--- config.mk ---
export PLATFORM = sky130hd
export DESIGN_NAME = cci_front
export DESIGN_NICKNAME = d
export VERILOG_FILES = /design/src/hdl/cci_pkg.sv /design/src/hdl/cci_front.sv
export SDC_FILE = /design/constraint.sdc
export NUM_CORES = 1
export LEC_CHECK = 0
export ABC_CLOCK_PERIOD_IN_PS = 5600
export BUFFER_PORTS_ARGS = -buffer_cell sky130_fd_sc_hd__buf_4
export CORE_MARGIN = 2
export CORE_UTILIZATION = 40
export CTS_CLUSTER_SIZE = 8
export DETAILED_ROUTE_END_ITERATION = 12
export PLACE_DENSITY = 0.6
export SLEW_MARGIN = 20
export SYNTH_ARGS = -nofsm -noshare
export SYNTH_HDL_FRONTEND = slang
export SYNTH_SLANG_ARGS = --single-unit
--- constraint.sdc ---
create_clock -name clk -period 5.6 [get_ports clk]
set_input_delay 0.84 -clock clk [delete_from_list [all_inputs] [get_ports clk]]
set_output_delay 0.84 -clock clk [all_outputs]
set_load 0.02 [all_outputs]
--- src/hdl/cci_pkg.sv ---
// Package for the cross-correlation integrator: sizes, item codes, queue
// entry and state types, triangle address function.
// No dependencies.
`default_nettype none

package cci_pkg;

	localparam int MAX_ELEMENTS = 64;
	localparam int SAMPLE_BITS  = 16;
	localparam int ELEM_W       = $clog2(MAX_ELEMENTS);
	localparam int NUM_W        = ELEM_W + 1;
	localparam int TRI_DEPTH    = MAX_ELEMENTS * (MAX_ELEMENTS + 1) / 2;
	localparam int ACC_AW       = $clog2(TRI_DEPTH);
	localparam int ACC_W        = 64;
	localparam int PROD_W       = 2 * SAMPLE_BITS;
	localparam int CQ_DEPTH     = 4;
	localparam int CQ_AW        = $clog2(CQ_DEPTH);

	typedef enum logic [1:0] {
		FUNC_SAMPLE = 2'd0,
		FUNC_READ   = 2'd1,
		FUNC_CLEAR  = 2'd2,
		FUNC_NONE   = 2'd3
	} func_t;

	typedef struct packed {
		func_t                          op;
		logic [ELEM_W-1:0]              element;
		logic signed [SAMPLE_BITS-1:0]  re;
		logic signed [SAMPLE_BITS-1:0]  im;
		logic [ACC_AW-1:0]              addr;
		logic                           ok;
	} cmd_t;

	typedef struct packed {
		logic clearing;
		logic idle;
	} back_status_t;

	typedef enum logic [2:0] {
		B_CLEAR,
		B_IDLE,
		B_SETUP,
		B_RUN,
		B_DRAIN,
		B_RWAIT
	} back_state_t;

	// col*(col+1)/2 + row
	function automatic logic [ACC_AW-1:0] tri_index(
		input logic [ELEM_W-1:0] row,
		input logic [ELEM_W-1:0] col
	);
		logic [ACC_AW:0] prod;
		prod = (ACC_AW+1)'(col) * ((ACC_AW+1)'(col) + (ACC_AW+1)'(1));
		tri_index = ACC_AW'(prod >> 1) + ACC_AW'(row);
	endfunction

endpackage

`default_nettype wire

--- src/hdl/cci_front.sv ---
// Front end: takes input transfers, classifies them and queues commands.
// Depends on cci_pkg.
`default_nettype none

module cci_front
	import cci_pkg::*;
(
	input  wire logic                          clk,
	input  wire logic                          arst_n,
	input  wire logic                          push,
	output logic                               full,
	input  wire logic [1:0]                    func,
	input  wire logic [ELEM_W-1:0]             element,
	input  wire logic signed [SAMPLE_BITS-1:0] sample_re,
	input  wire logic signed [SAMPLE_BITS-1:0] sample_im,
	input  wire logic [ELEM_W-1:0]             read_row,
	input  wire logic [ELEM_W-1:0]             read_col,
	input  wire logic [NUM_W-1:0]              num_elements,
	input  wire back_status_t                  status,
	output logic                               cmd_valid,
	output cmd_t                               cmd,
	input  wire logic                          cmd_pop
);

	cmd_t               q_q [CQ_DEPTH];
	logic [CQ_AW-1:0]   wp_q, rp_q;
	logic [CQ_AW:0]     cnt_q;
	logic [NUM_W-1:0]   n_act;
	cmd_t               c_new;
	logic               keep, accept, enq;

	assign n_act = (num_elements > NUM_W'(MAX_ELEMENTS)) ? NUM_W'(MAX_ELEMENTS) : num_elements;

	always_comb begin
		c_new.op      = func_t'(func);
		c_new.element = element;
		c_new.re      = sample_re;
		c_new.im      = sample_im;
		c_new.addr    = tri_index(read_row, read_col);
		c_new.ok      = (read_row <= read_col) && (NUM_W'(read_col) < n_act);
		unique case (func_t'(func))
			FUNC_SAMPLE: keep = NUM_W'(element) < n_act;
			FUNC_READ:   keep = 1'b1;
			FUNC_CLEAR:  keep = 1'b1;
			default:     keep = 1'b0;
		endcase
	end

	assign full      = (cnt_q == (CQ_AW+1)'(CQ_DEPTH)) || status.clearing;
	assign accept    = push && !full;
	assign enq       = accept && keep;
	assign cmd_valid = cnt_q != '0;
	assign cmd       = q_q[rp_q];

	always_ff @(posedge clk) begin
		if (enq)
			q_q[wp_q] <= c_new;
	end

	always_ff @(posedge clk or negedge arst_n) begin
		if (!arst_n) begin
			wp_q  <= '0;
			rp_q  <= '0;
			cnt_q <= '0;
		end else begin
			if (enq)
				wp_q <= wp_q + CQ_AW'(1);
			if (cmd_pop && cmd_valid)
				rp_q <= rp_q + CQ_AW'(1);
			cnt_q <= cnt_q + (CQ_AW+1)'(enq) - (CQ_AW+1)'(cmd_pop && cmd_valid);
		end
	end

endmodule

`default_nettype wire

# After elaboration in Yosys (flattened, before gate mapping)
# Memory sizes are Yosys's and may differ from the RTL's.
# Cells that the tools add are included.
[op_classes]
n_mux = 4
addsub = 6
n_reduce_logical = 9
order_cmp = 4
n_mul = 1
n_eq_ne = 3
[op_table]
columns = ["op", "n"]
rows = [
  ["< comparator 6 x 7 -> 1 bit", 2],
  ["multiplier 6 x 7 -> 13 bit", 1],
  ["adder 12 x 6 -> 12 bit", 1],
  ["adder 6 x 1 -> 7 bit (second input constant)", 1],
  ["> comparator 7 bit (second input constant)", 1],
  ["2-to-1 mux 7 bit", 1],
  ["less-or-equal comparator 6 bit", 1],
  ["adder 2 x 1 -> 2 bit (second input constant)", 2],
  ["logical AND 1 bit", 4],
  ["adder 3 x 1 -> 3 bit", 1],
  ["== test 3 bit (second input constant)", 1],
  ["nonzero test 3 bit", 1],
  ["subtractor 3 x 1 -> 3 bit", 1],
  ["== test 2 x 1 -> 1 bit (second input constant)", 1],
  ["== test 2 bit (second input constant)", 1],
  ["logical NOT 2 bit", 1],
  ["2-to-1 mux 1 bit", 2],
  ["case mux 1 bit (2 select lines)", 1],
  ["OR reduction 2 bit", 1],
  ["logical NOT 1 bit", 1],
  ["logical OR 1 bit", 1],
]
[word_totals]
wordCells = 31
inputBits = 65
mem_bits_rw = 212
n_memories = 1
register_bits = 7
output_inout_bits = 55
[mem_list]
columns = ["name", "depth", "word_bits", "rd", "rd_clocked_by_memory_dff", "wr", "line", "rtl"]
rows = [
  ["q_q", 4, 53, 1, 0, 1, "cci_front.sv:25", "cmd_t q_q [CQ_DEPTH];"],
]

# Logic depth before layout (Yosys ltp)
[depth]
ltp_word = 7
depth_mapped = 18
depth_no_buf = 18

# Worst setup path before layout
# OpenSTA, ideal clock, no wires.
[synth_path]
kind = "input -> register"
startpoint = "input port num_elements[6]"
endpoint = "memory q_q[0][0] in the netlist's numbering, enable pin"
setup_time_ps = 481
path_slack_ps = 456
stages = 8
path_buffers = 1
required_time_ps = 5119
arrival_ps = 4663
cell_sequence = "clkbuf_1 nand2b_1 ha_1 a21o_1 a21oi_1 o21a_1 o21ai_1 a21oi_1"
[synth_between]
elab_chain_len = 7
[synth_lines]
columns = ["item", "line", "rtl"]
rows = [
  ["from (decl)", "cci_front.sv:18", "input wire logic [NUM_W-1:0] num_elements,"],
  ["> comparator 7 bit", "cci_front.sv:32", "assign n_act = (num_elements > NUM_W'(MAX_ELEMENTS)) ? NUM_W'(MAX_ELEMENTS) : num_elements;"],
  ["2-to-1 mux 7 bit *", "cci_front.sv:32", ""],
  ["< comparator 6 x 7 -> 1 bit *", "cci_front.sv:42", "FUNC_SAMPLE: keep = NUM_W'(element) < n_act;"],
  ["case mux 1 bit (2 select lines) *", "cci_front.sv:41", "unique case (func_t'(func))"],
  ["logical AND 1 bit *", "cci_front.sv:51", "assign enq = accept && keep;"],
  ["2-to-1 mux 1 bit *", "cci_front.sv:56", "if (enq)"],
  ["2-to-1 mux 1 bit (implied by the code) *", "cci_front.sv:57", "q_q[wp_q] <= c_new;"],
  ["to (decl)", "cci_front.sv:25", ""],
]
# Every way passes the cells marked *; elsewhere a longest branch is shown, timed or not.

==> out/qor.yml <==
status: "finished, final reports clean"
worstMarginPinSlew_ns: 0.897
fp.dieW_um: 163
ys_ff_latch: 219
place_congestion: 0.813
max_freq_ghz: 0.203
synth_fa_ha_area_share_pct: 11.6
synth_xor_area_share_pct: 1.98
yosys.area_share.simple_pct: 4.09
route.antenna.remaining_nets: 0
ioPinCount: 120
setup_viol: 0
cp.arrival_ns: 5.16
fin_ws_ns: 0.680
pre_cts_ws_ns: 0.149
final_area_um2: 12300
start_kind: "input port"
core_area_um2: 25000
synth_top_area_share_pct: 62.9
hold_viol: 0
r2r_slack_ns: 2.99
dp_hpwl_mm: 13.3
portBuffers: 118
layout_commonest_cell: "edfxtp_1"
crit_fanout: 9
netlist_instances: 569
clock_path_buffers: 3
syn_nets: 714
numCtsBuffers: 31
firstDrtPassIters: 6
rows: 58
overflow: 0
synth_area_um2: 10100
post-route-drc-count: 0
regToRegEndpoint: "cnt_q[2]"
cap_violations: 0
synthDistinctLibCells: 53
endpoint_kind: "register"
post_dp_cell_area_um2: 11500
grt_max_degree: 40
clock_latency_ns: 0.52
die_area_um2: 26600
synthArstFlopShare_pct: 3.20
synth.mux.area_fraction_pct: 11.9
path_clk_slew_ns: 0.05
n_antenna_cell: 0
track_usage_pct: 15.2
drt_wl_total_mm: 19.8
cts_setup_buffers: 0
crit_start: "read_col[0]"
layout.nets: 864
powerDensity_nw_per_um2: 467
start_util_pct: 40.5
mostFrequentLayoutCells: "edfxtp_1, buf_4, ha_1, mux4_2, inv_1"
yosys_most_used_dff: "edfxtp_1"
timing.setup.tns_ns: 0
peakVddDrop_mv: 0.265
skew_ns: 0.0103
ys_seq_area_share_pct: 64.6
vias: 5444
max_slew_margin_pct: 39.8
grt_pass1_wl_mm: 31.3
hold_path.class: "in2async"
drt-vias-per-instance: 5.14
drive_above_1_share_pct: 31.9
die_h_um: 163
cts_resized: 0
r2r_cells: 11
timing.hold.ws_ns: 0.125
synth_area_leaders: "edfxtp_1, mux4_2, ha_1, fa_1, dfrtp_1"
area_growth_pct: 21.9
h-tree-depth: 1
min_period_ns: 4.92
worstReg2RegStart: "cnt_q[1]"
clock-sinks: 219
worstPathRequired_ns: 5.84
routedWlPerCell_um: 18.7
period_share_pct: 87.9
grt_pass1_vias: 5862
ys_warn_count: 0
syn_area_per_cell_um2: 17.8
synth-compound-area-share_pct: 3.61
p_leak_uw: 0.00458
yosys.area.top_type: "edfxtp_1"
cts_tree: "done"
rsz0062_at_grt: "no"
cts_root_buf: "clkbuf_16"
worstSetupPathType: "in2reg"
antenna_found_initial: 0
drt_iter0_drc: 303
synth-edff-count: 212
synth_top_family_by_area: "multiplexers"
holdBufCountCts: 0
maxSlewViolCount: 0
## cells in the mapped netlist (all sizes together) (8+ instances only)
library cell,number
ha,57
a21o,9
nand2,10
xnor2,15
buf,9
edfxtp,212
nor3,8
fa,23
nor2,36
inv,43
nand2b,10
mux4,53
a21oi,16
## logic make-up after synthesis
| group | Yosys count |
|---|---|
| compound gates | 51 |
| xor+xnor | 22 |
| fa+ha+maj | 80 |
| buf+inv | 59 |
| flops | 219 |
| mux | 54 |
| simple gates | 84 |
## state kept, by name, summed over array words and instances, names as in the netlist
register and count:
cnt_q 3, q_q 212, rp_q 2, wp_q 2
## area by class of cell
| class | instances | area [µm²] |
|---|---|---|
| sequential | 219 | 6550 |
| tap | 330 | 413 |
| timing repair buffer | 131 | 983 |
| clock inverter | 1 | 7.51 |
| inverter | 45 | 169 |
| fill | 2119 | 12700 |
| multi-input combinational | 291 | 3400 |
| clock buffer | 43 | 821 |
## layer usage
metal,GRT usage [%],wire (µm),share of wire (%)
met3,2.44,1120,5.7
met5,0,0,0
met2,25.8,9720,49
met1,20.4,8600,43
met4,4.14,346,1.7
## worst max-delay path by stage
| stage | slack (ns) | end |
|---|---|---|
| floorplan | 0.46 | q_q[0][0] |
| global placement | 0.19 | q_q[0][12] |
| detailed placement | 0.15 | q_q[1][12] |
| CTS | 0.69 | q_q[3][11] |
| global route | 0.29 | q_q[3][12] |
| finish | 0.68 | q_q[0][12] |
## metrics by stage
stage	instances	total power [µW]	utilization, %
after global placement	1016	4200	46.0
final	1060	5760	49.3
after floorplan	569	3560	-
after detailed placement	1016	4240	46.0
after global routing	1060	6090	49.3
after CTS	1060	5860	49.3
## critical path, cell delays in order
cell,delay [ns]
buf_4,0.15
ha_1,0.18
nand3_1,0.16
ha_1,0.40
nor2_1,0.15
fa_1,0.45
fa_1,0.54
inv_1,0.05
fa_1,0.52
inv_1,0.04
ha_1,0.36
and3_1,0.23
a221oi_1,0.34
xnor2_1,0.22
nand3_2,0.15
nor4_2,0.20
xnor2_1,0.16
## where the power goes
part | switching [µW] | internal, µW | total, µW
Clock | 605 | 991 | 1600
Combinational | 1070 | 941 | 2010
Sequential | 127 | 2020 | 2150
Total | 1800 | 3960 | 5760
No activity file was read; power rests on OpenSTA's default activity.
